==> src/design/mlfg_pkg.sv <==
`timescale 1ns / 1ps
// ----------------------------------------------------------------------------
// mlfg_pkg
// Shared types and constants for the multiplicative lagged Fibonacci
// generator: operation codes, the command passed from front to back, and
// fixed field widths.
// ----------------------------------------------------------------------------
package mlfg_pkg;

    localparam int WORD_W      = 64;
    localparam int HALF_W      = 32;
    localparam int SEED_IDX_W  = 5;
    localparam int QUEUE_DEPTH = 4;
    localparam int QUEUE_AW    = $clog2(QUEUE_DEPTH);
    localparam int OUT_DEPTH   = 4;
    localparam int OUT_AW      = $clog2(OUT_DEPTH);

    typedef enum logic {
        OP_LOAD = 1'b0,
        OP_GEN  = 1'b1
    } t_op;

    typedef struct packed {
        t_op                   op;
        logic                  wr_en;
        logic [SEED_IDX_W-1:0] slot;
        logic [WORD_W-1:0]     seed;
    } t_cmd;

endpackage

==> src/design/mlfg_front.sv <==
`timescale 1ns / 1ps
// ----------------------------------------------------------------------------
// mlfg_front
// Input stage. Accepts transactions, decodes the operation and the seed
// entry, and hands each decoded command to the command queue.
// ----------------------------------------------------------------------------
module mlfg_front #(
    parameter int LONG_LAG = 17
) (
    input  logic                           i_clk,
    input  logic                           i_rst_n,
    input  logic                           i_valid,
    output logic                           o_stall,
    input  logic                           i_operation,
    input  logic [mlfg_pkg::SEED_IDX_W-1:0] i_seed_index,
    input  logic [mlfg_pkg::WORD_W-1:0]     i_seed_word,
    input  logic                           i_busy,
    input  logic                           i_full,
    output logic                           o_push,
    output mlfg_pkg::t_cmd                 o_cmd
);
    import mlfg_pkg::*;

    logic  r_valid;
    logic  n_valid;
    t_cmd  r_cmd;
    t_cmd  w_cmd;
    logic  w_accept;
    logic  w_in_range;

    assign w_in_range = (i_seed_index != '0) && (32'(i_seed_index) <= 32'(LONG_LAG));

    always_comb begin
        w_cmd.op    = t_op'(i_operation);
        w_cmd.wr_en = (t_op'(i_operation) == OP_LOAD) && w_in_range;
        w_cmd.slot  = i_seed_index - SEED_IDX_W'(1);
        w_cmd.seed  = i_seed_word;
    end

    assign o_stall  = i_busy || (r_valid && i_full);
    assign w_accept = i_valid && !o_stall;
    assign o_push   = r_valid && !i_full;
    assign o_cmd    = r_cmd;

    always_comb begin
        n_valid = r_valid;
        if (w_accept) begin
            n_valid = 1'b1;
        end else if (o_push) begin
            n_valid = 1'b0;
        end
    end

    always_ff @(posedge i_clk) begin
        if (!i_rst_n) begin
            r_valid <= 1'b0;
        end else begin
            r_valid <= n_valid;
        end
    end

    always_ff @(posedge i_clk) begin
        if (w_accept) begin
            r_cmd <= w_cmd;
        end
    end

endmodule

==> config.mk <==
export PLATFORM = sky130hd
export DESIGN_NAME = mlfg_front
export DESIGN_NICKNAME = d
export VERILOG_FILES = /design/src/design/mlfg_pkg.sv /design/src/design/mlfg_front.sv
export SDC_FILE = /design/constraint.sdc
export NUM_CORES = 1
export LEC_CHECK = 0
export BUFFER_PORTS_ARGS = -buffer_cell sky130_fd_sc_hd__buf_4
export CAP_MARGIN = 20
export CELL_PAD_IN_SITES_DETAIL_PLACEMENT = 0
export CELL_PAD_IN_SITES_GLOBAL_PLACEMENT = 1
export CORE_ASPECT_RATIO = 1.25
export CORE_MARGIN = 1
export CORE_UTILIZATION = 35
export DETAILED_ROUTE_END_ITERATION = 10
export GPL_TIMING_DRIVEN = 0
export PLACE_DENSITY_LB_ADDON = 0.1
export SLEW_MARGIN = 10
export SYNTH_ARGS = -nofsm -noshare
export SYNTH_HDL_FRONTEND = slang
export SYNTH_SLANG_ARGS = --single-unit
==> constraint.sdc <==
create_clock -name i_clk -period 12.18 [get_ports i_clk]
set_input_delay 1.827 -clock i_clk [delete_from_list [all_inputs] [get_ports i_clk]]
set_output_delay 1.827 -clock i_clk [all_outputs]
set_load 0.05 [all_outputs]
* Word level (Yosys, flattened, before mapping) *
Cells that the tools add are included.

storage, ports and cells
  bits of input ports = 75
  output and inout bits = 73
  word-level logic and storage cells = 20
  register bits after elaboration = 72

cells by class
  add/sub/neg operators = 1
  reduce and logical (&&, ||, !) cells = 10
  order comparisons = 1
  multiplexer cells = 2
  bitwise operators = 1

operators with widths
  cell                                                    number
  less-or-equal comparator 5 bit (second input constant)  1
  logical AND 1 bit                                       5
  nonzero test 5 bit                                      1
  subtractor 5 x 1 -> 5 bit (second input constant)       1
  logical NOT 1 bit                                       2
  2-to-1 mux 1 bit                                        2
  nonzero test 2 bit                                      1
  logical OR 1 bit                                        1
  inverter 1 bit                                          1

* Logic depth before layout (Yosys ltp) *
  word-level depth = 5
  depth in mapped cells = 4
  mapped depth without buffers = 4

* Least setup slack after synthesis *
Ideal clock, no wire load.

  kind = input to register
  start = input port i_busy
  end = register r_cmd, in the netlist o_cmd[0] (enable)
  setup time = 0.500 ns
  required time = 11.680 ns
  data arrival time = 5.324 ns
  stages on the path = 2
  path buffers = 0
  path slack = 6.356 ns
  cells stage by stage = nand2b_1 nor2_1

between the ends
  word-level cells in the longest chain between the ends = 3

ends and longest elaborated chain
  element               line              RTL
  from (decl)           mlfg_front.sv:17  input logic i_busy,
  logical OR 1 bit      mlfg_front.sv:40  assign o_stall = i_busy || (r_valid && i_full);
  logical NOT 1 bit     mlfg_front.sv:41  assign w_accept = i_valid && !o_stall;
  logical AND 1 bit     mlfg_front.sv:41
  to (signal assigned)  mlfg_front.sv:64  r_cmd <= w_cmd;
  to (decl)             mlfg_front.sv:26  t_cmd r_cmd;

No other way between the ends.
A chain may end at the register's enable or synchronous reset.

* Worst setup path in the final report *
  start = input port i_full
  end = output port o_stall

between the ends
  word-level cells in the longest chain between the ends = 2

ends and longest elaborated chain
  element            line              RTL
  from (decl)        mlfg_front.sv:18  input logic i_full,
  logical AND 1 bit  mlfg_front.sv:40
  logical OR 1 bit   mlfg_front.sv:40
  to (decl)          mlfg_front.sv:13  output logic o_stall,

No other way between the ends.

==> flow_metrics.tcl <==
set metrics [dict create \
    status "complete, no violations" \
    internal_power_mw 0.429 \
    timing.setup.tns_ns 0 \
    port-buffer-count 147 \
    drv_slew 0 \
    insertion_delay_ns 0.34 \
    drcViolationCount 0 \
    post-route-period-util_pct 34.2 \
    crit_type "input port to output pin" \
    hold_depth 3 \
    grt_overflow 0 \
    synthCells 96 \
    synth_top_area_cell "edfxtp_1" \
    stdcell_count 346 \
    crit_slowest_cell "buf_4" \
    cp.arrival_ns 2.33 \
    crit_start "i_full" \
    postCtsSetupRepairBufs 0 \
    fmax_mhz 240 \
    grt_pass1_vias 1354 \
    ir_drop_uv 95.6 \
    start_kind "input port" \
    wl_met2_microns 2550 \
    synthesis.area_sq_um 2300 \
    crit_required_ns 10.35 \
    hold_viol_final 0 \
    first_pass_iters 4 \
    cts_buffer_depth 2 \
    worst_slew_pin_slew_ns 0.579 \
    power_frac_seq_pct 50.9 \
    wl_per_cell_microns 13.8 \
    num_rows 32 \
    root_buffer "clkbuf_8" \
    yosys.cell_types.count 16 \
    wl_met1_microns 1550 \
    max_stage_delay_ns 0.21 \
    grt.total_usage_pct 14.1 \
    core-area_sq_um 6250 \
    numCtsBuffers 9 \
    comb_power_share_pct 14.3 \
    p_sw_mw 0.136 \
    clk_pin_slew_ns 0.07 \
    routed_wl_microns 4770 \
    power_mw 0.565 \
    postRouteAntennaNets 0 \
    synth_seq_cells 72 \
    layout_setup_ws_ns 8.02 \
    dp.cells 330 \
    crit_buf_inv 2 \
    start_util_pct 36.9 \
    layout_common_cells "147 x buf_4, 71 x edfxtp_1, 9 x clkbuf_8" \
    endpoint_kind "output pin" \
    reg2reg_setup_slack_ns 10.44 \
    ys_warn_count 0 \
    area_delta_synth_final_pct 64.0 \
    netlist.area_leader.share_pct 92.6 \
    gp_congestion 0.707 \
    met3_length_microns 537 \
    hold_buffers 0 \
    synth_area_leaders "edfxtp_1 93%, ha_1 1.6%, dfxtp_1 0.87%, inv_1 0.81%, xor2_1 0.76%" \
    rr_worst_depth 5 \
    fin_skew_ns 0.00884 \
    drt_iter0_drc 37 \
    drt-vias-per-instance 4.18 \
    hpwlAfterDp_microns 3690 \
    cts_resized 0 \
    powerDensity_nw_per_um2 149 \
    p_clk_share_pct 34.8 \
    top_layer_used "met4" \
    ioPinCount 148 \
    dp_worst_setup_slack_ns 8.01 \
    die_h_microns 92.7 \
    htree_num_levels 3 \
    maxCapViolations 0 \
    avgSynthCellArea_sq_um 24.0 \
    crit_top_cell "buf_4" \
    path_cells "buf_4, nand2_1, nand2b_1, buf_4" \
    crit_family "buffers and inverters" \
    r2r_end "o_cmd[25]" \
    vias 1446 \
    clock_sink_count 72 \
    seq_area_frac_synth_pct 93.4 \
    antenna_cells 0 \
    grt_max_degree 31 \
    grt_pass1_wl_microns 6730 \
    fin_nets 334 \
    hp-class "flip-flop to flip-flop" \
    rr_startpoint "r_valid" \
    timing.slew.headroom_pct 61.3 \
    hp-start "r_valid" \
    mostFrequentLayoutCell "buf_4" \
    cts_tree "built" \
    antenna_found_initial 0 \
    drive_above_1_share_pct 62.8 \
    min_period_ns 4.16 \
    leakage_nw 1.59 \
    synth_nets 174 \
    dieArea_sq_um 6910 \
    holdPathEnd "r_valid" \
    rsz0062_at_grt "no" \
    switching_share_pct 24.0 \
    finalSetupViolCount 0 \
    crit_fanout 2 \
    die_width_microns 74.6 \
]
cells by family (layout without fill, tap and decap cells):
logic type	count (synthesis)	in the layout	share of synthesized area (%)
AO/OA/AOI/OAI	4	4	1.14
XOR/XNOR	3	3	1.14
adder cells (fa/ha/maj)	3	3	1.63
buffers and inverters	5	170	0.815
flip-flops	72	72	93.4
AND/OR/NAND/NOR	9	9	1.85
worst max path at each step:
| stage | slack [ns] | endpoint | depth (start not counted) |
|---|---|---|---|
| 2_1_floorplan | 6.36 | o_cmd[0] | 2 |
| 6_report | 8.02 | o_stall | 4 |
| 5_1_grt | 7.98 | o_stall | 4 |
| 3_5_place_dp | 8.01 | o_stall | 4 |
| 3_3_place_gp | 5.37 | o_cmd[48] | 4 |
| 4_1_cts | 8.01 | o_stall | 4 |
state kept, by name, summed over array words and instances (netlist names):
signal and flops:
o_cmd 71, r_valid 1
cells in the mapped netlist:
cell and count:
a311oi_1 1, nand2_1 2, edfxtp_1 71, o21ai_1 1, xor2_1 2, nand2b_1 1
o21ai_0 1, o31ai_1 1, nor3_1 1, ha_1 3, nor2_1 3, nor2b_1 1
and2_1 1, inv_1 5, dfxtp_1 1, xnor2_1 1
layer usage:
metal | global-route usage [%] | vias up
li1 | - | 691
met1 | 14.3 | 661
met2 | 22.4 | 83
met3 | 6.09 | 11
met4 | 10.5 | 0
met5 | 0 | -
power groups by stage:
stage          clock network [mW]  logic [mW]  registers, mW
2_1_floorplan                   0     0.00753          0.330
3_3_place_gp                    0      0.0783          0.295
3_5_place_dp                    0      0.0814          0.293
4_1_cts                     0.203      0.0815          0.288
5_1_grt                     0.213      0.0845          0.289
6_report                    0.197      0.0805          0.288
worst reg2reg max path: cells and delay by family (launching register included):
kind | cells | cell delay, ns
buffers and inverters | 2 | 0.48
flip-flops | 1 | 0.31
AND/OR/NAND/NOR | 3 | 0.65
layout make-up:
cell class                      instances  area (sq um)
Clock inverter                          7          86.3
Tap cell                               85           106
Timing Repair Buffer                  149          1150
Inverter                                5          18.8
Clock buffer                            9           124
Sequential cell                        72          2150
Multi-Input combinational cell         19           140
Fill cell                             522          2470
per-stage QoR:
| step | util [%] | hold WS, ns | instance area (sq um) |
|---|---|---|---|
| global route | 60.5 | 0.694 | 3780 |
| global placement | 56.3 | 0.592 | 3510 |
| detailed placement | 57.1 | 0.610 | 3570 |
| finish | 60.5 | 0.618 | 3780 |
| floorplan | - | 0.538 | 2300 |
| CTS | 60.5 | 0.633 | 3780 |
(Power assumes the default switching activity.)
