### src/design/mlfg_pkg.sv
`timescale 1ns / 1ps
// ----------------------------------------------------------------------------
// mlfg_pkg
// Shared types and constants for the multiplicative lagged Fibonacci
// generator: operation codes, the command passed from front to back, and
// fixed field widths.
// ----------------------------------------------------------------------------
package mlfg_pkg;

    localparam int WORD_W      = 64;
    localparam int HALF_W      = 32;
    localparam int SEED_IDX_W  = 5;
    localparam int QUEUE_DEPTH = 4;
    localparam int QUEUE_AW    = $clog2(QUEUE_DEPTH);
    localparam int OUT_DEPTH   = 4;
    localparam int OUT_AW      = $clog2(OUT_DEPTH);

    typedef enum logic {
        OP_LOAD = 1'b0,
        OP_GEN  = 1'b1
    } t_op;

    typedef struct packed {
        t_op                   op;
        logic                  wr_en;
        logic [SEED_IDX_W-1:0] slot;
        logic [WORD_W-1:0]     seed;
    } t_cmd;

endpackage

### src/design/mlfg_queue.sv
`timescale 1ns / 1ps
// ----------------------------------------------------------------------------
// mlfg_queue
// Short command queue between the front and the back, so that each side
// can stall without holding up the other.
// ----------------------------------------------------------------------------
module mlfg_queue (
    input  logic           i_clk,
    input  logic           i_rst_n,
    input  logic           i_push,
    input  mlfg_pkg::t_cmd i_cmd,
    output logic           o_full,
    output logic           o_valid,
    output mlfg_pkg::t_cmd o_cmd,
    input  logic           i_pop
);
    import mlfg_pkg::*;

    t_cmd                r_mem [QUEUE_DEPTH];
    logic [QUEUE_AW-1:0] r_head;
    logic [QUEUE_AW-1:0] r_tail;
    logic [QUEUE_AW:0]   r_count;
    logic [QUEUE_AW:0]   n_count;
    logic                w_pop;

    assign o_full  = (r_count == (QUEUE_AW+1)'(QUEUE_DEPTH));
    assign o_valid = (r_count != '0);
    assign o_cmd   = r_mem[r_head];
    assign w_pop   = i_pop && o_valid;

    always_comb begin
        n_count = r_count;
        if (i_push && !w_pop) begin
            n_count = r_count + 1'b1;
        end else if (!i_push && w_pop) begin
            n_count = r_count - 1'b1;
        end
    end

    always_ff @(posedge i_clk) begin
        if (!i_rst_n) begin
            r_head  <= '0;
            r_tail  <= '0;
            r_count <= '0;
        end else begin
            r_count <= n_count;
            if (i_push) begin
                r_tail <= r_tail + 1'b1;
            end
            if (w_pop) begin
                r_head <= r_head + 1'b1;
            end
        end
    end

    always_ff @(posedge i_clk) begin
        if (i_push) begin
            r_mem[r_tail] <= i_cmd;
        end
    end

endmodule

### config.mk
export PLATFORM = sky130hd
export DESIGN_NAME = mlfg_queue
export DESIGN_NICKNAME = d
export VERILOG_FILES = /design/src/design/mlfg_pkg.sv /design/src/design/mlfg_queue.sv
export SDC_FILE = /design/constraint.sdc
export NUM_CORES = 1
export LEC_CHECK = 0
export ABC_AREA = 1
export BUFFER_PORTS_ARGS = -buffer_cell sky130_fd_sc_hd__buf_2
export CELL_PAD_IN_SITES_DETAIL_PLACEMENT = 0
export CELL_PAD_IN_SITES_GLOBAL_PLACEMENT = 1
export CORE_MARGIN = 4
export CORE_UTILIZATION = 45
export CTS_CLUSTER_DIAMETER = 40
export CTS_CLUSTER_SIZE = 10
export DETAILED_ROUTE_END_ITERATION = 16
export PLACE_DENSITY = 0.73
export REMOVE_ABC_BUFFERS = 1
export SLEW_MARGIN = 20
export SYNTH_ARGS = -nofsm -noshare
export SYNTH_HDL_FRONTEND = slang
export SYNTH_SLANG_ARGS = --single-unit
export TNS_END_PERCENT = 10
### constraint.sdc
create_clock -name i_clk -period 8.08 [get_ports i_clk]
set_clock_uncertainty 0.2 [all_clocks]
set_input_delay 0 -clock i_clk [delete_from_list [all_inputs] [get_ports i_clk]]
set_output_delay 0 -clock i_clk [all_outputs]
set_load 0.01 [all_outputs]
Word-level counts from Yosys, hierarchy flattened:

Memories as Yosys holds them, arrays and structs flattened. A register that Yosys moved wholly into a read port is not among the register bits.
Cells that the tools add are included.

* bits in registers: 7
* memory bits (writable): 284
* input bits: 75
* logic and storage cells: 22
* memories: 1

Memories
* r_mem: words 4, bits a word 71, read ports 1, clocked after memory_dff 1, wr ports 1, line mlfg_queue.sv:19 `t_cmd r_mem [QUEUE_DEPTH];`

* add/sub/neg operators: 4
* eq/ne operators: 1
* muxes and demuxes: 6
* reductions and logical operators: 7

Operators by type and width (count)
* $mux W3: 2
* $add A2 B1 Y2 const B: 2
* $mux W2: 2
* $add A3 B1 Y3 const B: 1
* $eq A3 B3 Y1 const B: 1
* $logic_and A1 B1 Y1: 3
* $reduce_bool A3 Y1: 1
* $sub A3 B1 Y3 const B: 1
* $logic_not A1 Y1: 2
* $mux W1: 2
* $reduce_bool A2 Y1: 1

Longest topological paths before layout:

Gate-level depths: netlist of the first run.

* depth in word-level cells: 5
* mapped depth: 12

Worst setup path before layout of the first run:

No wires, ideal clock.

* path type: reg2reg
* start: reg r_tail[0]
* end: mem r_mem[2][0] in the netlist's numbering, enable pin
* arrival time: 1.966 ns
* required time: 7.455 ns
* setup slack: 5.489 ns
* cell stages (with the launch flop): 5
* path buffers: 0
* period minus slack after synthesis: 2.591 ns
* cell sequence: dfxtp_1 > inv_1 > ha_1 > nand2_1 > inv_1

RTL lines
* start: declaration: line mlfg_queue.sv:21 `logic [QUEUE_AW-1:0] r_tail;`
* start signal: assignment: line mlfg_queue.sv:48 `r_tail <= r_tail + 1'b1;`
* end: declaration: line mlfg_queue.sv:19

No word-level cell before the write port.

==> results of run 1 <==
[worst max-delay path, delay by kind of cell (launching register included)]
kind,cells,cell delay [ps]
buffers and inverters,4,1650
flip-flops,1,300
AO/OA/AOI/OAI,2,420
[per-stage QoR]
step	utilization	std cells	setup slack (ps)	hold WS (ps)	instance area, um2
after floorplan	-	704	4240	-101	10700
after global placement	0.501	1177	5520	13.6	11900
after detailed placement	0.501	1177	5490	16.9	11900
after CTS	0.584	1316	4940	20.5	13900
after global routing	0.584	1317	4790	47.2	13900
final	0.584	1317	4990	49.3	13900
[kinds of logic (layout without fill, tap and decap cells)]
group | Yosys count | in the layout | share of synthesized area
flip-flops | 293 | 293 | 0.792
AO/OA/AOI/OAI | 221 | 221 | 0.109
AND/OR/NAND/NOR | 167 | 167 | 0.0575
buffers and inverters | 62 | 309 | 0.0333
adder cells (fa/ha/maj) | 6 | 6 | 0.00751
XOR/XNOR | 1 | 1 | 0.000797
other | 0 | 1 | 0
[layer usage]
metal  vias to the layer above  wire [um]  share of wire
li1                       3255          -              -
met1                      3375      10300           0.43
met2                       183      11600           0.49
met3                        35       1470          0.062
met4                         0        387          0.016
met5                         -          0              0
[placed cells by master, fill, tap and decap left out, types with 7 or more instances in the layout]
cell type / n
edfxtp_1: 284
nor2_1: 148
buf_2: 147
o21ai_0: 130
dlygate4sd3_1: 76
o22ai_1: 71
clkbuf_16: 41
o21ai_1: 15
nand2_1: 15
clkinv_2: 12
inv_1: 10
buf_4: 7
dfxtp_1: 7
[final timing paths]
kind	start	to	slack, ps	cells past startpoint
worst max-delay path	flip-flop	o_cmd[58]	4990	6
worst min-delay path	i_cmd[12]	r_mem[0][12]	50	2
worst max register to register	r_count[1]	r_count[2]	5020	14
worst min register to register	r_head[1]	flip-flop	300	2
[registers in the layout, summed over array words and instances (netlist names), named ones only]
register,flops
r_mem,284
r_tail,2
r_head,2
r_count,3
[power by group]
group	switching [mW]	total [mW]	internal, mW
combinational	0.512	0.795	0.283
sequential	0.0524	1.80	1.75
clock	0.580	1.62	1.04
[layout make-up]
type	instances	area (um2)	share of cell area
antenna	1	2.50	0.000180
clock buffer	45	1040	0.0750
clock inverter	18	186	0.0134
inverter	16	70.1	0.00505
multi-input combinational	395	1920	0.138
sequential	293	8710	0.628
tap	319	399	0.0288
timing repair buffer	230	1550	0.112
[what timing repair did]
item,CTS,global route
hold buffers,76,0
resized for setup,0,0
endpoints found under the hold margin,293,0
==> impl_metrics.json, run 1 <==
{
  "cts_tree": "done",
  "first_iter_violations": 469,
  "io_pins": 148,
  "fmax_mhz": 324,
  "antenna_left": 0,
  "use_met2": 0.295,
  "finalHoldViolCount": 0,
  "met1_usage": 0.220,
  "p_leak_nw": 4.97,
  "vias": 6848,
  "critPathKind": "flip-flop to output port",
  "cp_slowest_stage_delay_ps": 610,
  "grtUsageMet3": 0.0399,
  "rsz0062_at_grt": "false",
  "cpMaxStageDelayCell": "inv_2",
  "async_reset_ff_frac": 0,
  "gp_congestion": 0.738,
  "report.final.slew_viol_count": 0,
  "synth.most_common_cell": "edfxtp_1",
  "clk_latency_ps": 500,
  "grt_pass1_wl_mm": 36.1,
  "finalCritPeriodShare": 0.382,
  "wl_per_cell_um": 18.0,
  "synthCells": 750,
  "crit_top_cell": "buf_4",
  "die-area_um2": 27000,
  "drv_cap": 0,
  "hold_path.class": "input pin to flip-flop",
  "status": "finished clean",
  "fin_tns_setup_ps": 0,
  "wl_mm": 23.7,
  "post_cts_buffers": 0,
  "clk_pin_slew_ps": 50,
  "total_power_mw": 4.21,
  "ir_drop_v": 0.000193,
  "busiest_layer": "met2",
  "seq_area_frac_synth": 0.792,
  "grt_pass1_vias": 6865,
  "grt_overflow": 0,
  "grt_max_degree": 143,
  "synth_edf_count": 284,
  "worst_pin_slew_ps": 1090,
  "min_period_ps": 3090,
  "worstPathArrival_ps": 2890,
  "crit_required_ps": 7880,
  "htree_levels": 2,
  "first_pass_iters": 5,
  "dp_hpwl_mm": 12.3,
  "synth-seq-cells": 293,
  "cts-root-buf": "clkbuf_16",
  "synth.cells.most_frequent": "284 x edfxtp_1, 148 x nor2_1, 130 x o21ai_0",
  "syn_to_final_growth_pct": 26.3,
  "start_util": 0.463,
  "synth_area_leaders": "edfxtp_1 78%, o21ai_0 5.9%, nor2_1 5.1%",
  "drive_gt1_frac": 0.217,
  "port_buffers": 147,
  "drc": 0,
  "path_max_fanout": 72,
  "crit_chain": "buf_4 > inv_2 > buf_4 > o21ai_0 > o22ai_1 > buf_2",
  "slew-limit-headroom": 0.275,
  "ys_warn_count": 0,
  "synth_ff_type": "edfxtp_1",
  "setup_viol": 0,
  "clockBufferDepth": 3,
  "clock-sinks": 293,
  "avgViaCountPerCell": 5.20,
  "avgSynthCellArea_um2": 14.7,
  "syn_area_um2": 11000,
  "fillerInstances": 1898,
  "nNetsFinal": 1057,
  "critPathLaunchType": "flip-flop",
  "yosys.area.top_type": "edfxtp_1",
  "p_per_area_nw_per_um2": 304,
  "yosys.area.top_type_share": 0.776,
  "rows": 56,
  "antenna_found_initial": 1,
  "critPathCaptureType": "output port",
  "synth_cell_types": 22,
  "die_height_um": 164,
  "track_usage": 0.172,
  "cts_inserted_buffers": 40,
  "die_w_um": 164,
  "core_um2": 23800
}
No activity file was read; power rests on OpenSTA's default activity.
==> inputs of run 2 (changes only) <==
==> constraint.sdc (replaced) <==
create_clock -name i_clk -period 3.2 [get_ports i_clk]
set_clock_uncertainty 0.2 [all_clocks]
set_input_delay 0 -clock i_clk [delete_from_list [all_inputs] [get_ports i_clk]]
set_output_delay 0 -clock i_clk [all_outputs]
set_load 0.01 [all_outputs]
==> impl_metrics.json, run 2 (synthesis gave the netlist of run 1 again) <==
{
  "min_period_ps": 3000,
  "die_w_um": 164,
  "cts_tree": "done",
  "clk_pin_slew_ps": 50,
  "vias": 6918,
  "antenna_found_initial": 1,
  "critPathKind": "flip-flop to flip-flop",
  "wl_per_cell_um": 18.2,
  "ir_drop_v": 0.000468,
  "cp.depth": 14,
  "fin_tns_setup_ps": 0,
  "hold_path.class": "input pin to flip-flop",
  "first_iter_violations": 582,
  "p_per_area_nw_per_um2": 762,
  "finalCritPeriodShare": 0.937,
  "rows": 56,
  "cp_slowest_stage_delay_ps": 540,
  "wl_mm": 24.3,
  "hold_depth": 2,
  "crit_required_ps": 3390,
  "track_usage": 0.179,
  "fillerInstances": 1878,
  "setup_viol": 0,
  "nNetsFinal": 1068,
  "worstPathArrival_ps": 3180,
  "path_max_fanout": 4,
  "die-area_um2": 27000,
  "start_util": 0.463,
  "antenna_left": 0,
  "timing.final.ws_setup_ps": 202,
  "path_delay_family": "buffers and inverters",
  "grt_pass1_vias": 6830,
  "grt_overflow": 0,
  "cts_inserted_buffers": 39,
  "worst-r2r-cell-count": 14,
  "p_leak_nw": 5.03,
  "die_height_um": 164,
  "dp_slack_ps": 1040,
  "final_common_cell": "edfxtp_1",
  "post_cts_buffers": 0,
  "critPathCaptureType": "flip-flop",
  "drc": 0,
  "grt_max_degree": 80,
  "crit_chain": "nor2_2 > nand2_2 > nand2_2 > ha_1 > inv_1 > fa_1 > inv_1 > nand2_1 > nand3_1 > nand2_1 > nand2_1 > dlygate4sd3_1 > nor2_1 > dlygate4sd3_1",
  "crit_top_cell": "nand2_1",
  "utilization": 0.590,
  "syn_to_final_growth_pct": 27.5,
  "cts-root-buf": "clkbuf_16",
  "worst_pin_slew_ps": 759,
  "status": "finished clean",
  "critPathLaunchType": "flip-flop",
  "layout_common_cells": "284 x edfxtp_1, 147 x nor2_1, 147 x buf_2",
  "clk_latency_ps": 500,
  "io_pins": 148,
  "fmax_mhz": 334,
  "report.final.slew_viol_count": 0,
  "drive_gt1_frac": 0.226,
  "finalHoldViolCount": 0,
  "dp_cells": 1189,
  "multi_input_area_um2": 1930,
  "path_buf_inv": 4,
  "place_area_um2": 12000,
  "largest_reg_flops": 284,
  "final_area_um2": 14000,
  "regArea_um2": 8710,
  "avgViaCountPerCell": 5.19,
  "gp_congestion": 0.727,
  "cpMaxStageDelayCell": "dlygate4sd3_1",
  "max_flop_register": "r_mem",
  "core_um2": 23800,
  "grt_pass1_wl_mm": 37.4,
  "fin_cells": 1332,
  "slew-limit-headroom": 0.494,
  "rsz0062_at_grt": "false",
  "htree_levels": 2,
  "drv_cap": 0,
  "top_regs": "r_mem x284, r_count x3",
  "port_buffers": 147,
  "dp_hpwl_mm": 13.9,
  "first_pass_iters": 5,
  "clockBufferDepth": 3,
  "clock-sinks": 293
}
==> run 2: final timing paths <==
kind	start	to	slack, ps
setup reg to reg	r_count[0]	r_count[2]	200
hold reg to reg	r_head[0]	r_head[0]	300
hold / removal	i_cmd[45]	r_mem[1][45]	40
setup / recovery	r_count[0]	r_count[2]	200
==> run 2: cell type report <==
cell class | instances | area share
clock buffers | 54 | 0.0781
multi-input cells | 395 | 0.137
well taps | 319 | 0.0285
clock inverters | 12 | 0.00929
flip-flops and latches | 293 | 0.622
inverters | 16 | 0.00500
repair buffers | 242 | 0.120
diodes | 1 | 0.000179
==> run 2: report_power, final <==
| part | internal, mW | switching [mW] |
|---|---|---|
| Sequential | 4.42 | 0.0842 |
| Combinational | 0.752 | 1.37 |
| Clock | 2.61 | 1.45 |
==> run 2: metrics by stage <==
step	power (mW)	hold WS [ps]
2_1_floorplan	5.70	-101
3_3_place_gp	6.61	14.2
3_5_place_dp	6.63	16.2
4_1_cts	10.8	26.7
5_1_grt	11.2	41.9
6_report	10.7	40.2
==> run 2: timing repair <==
item / CTS / global route
hold endpoints to repair: 293 / 0
setup endpoints to repair: 0 / 1
resized for setup: 0 / 4
hold buffers: 76 / 0
==> run 2: per-layer routing <==
layer  up-vias  part of all wire  track usage
li1       3287                 -            -
met4         0             0.016       0.0457
met5         -                 0            0
met2       218              0.47        0.284
met3        34             0.077       0.0452
met1      3379              0.44        0.248
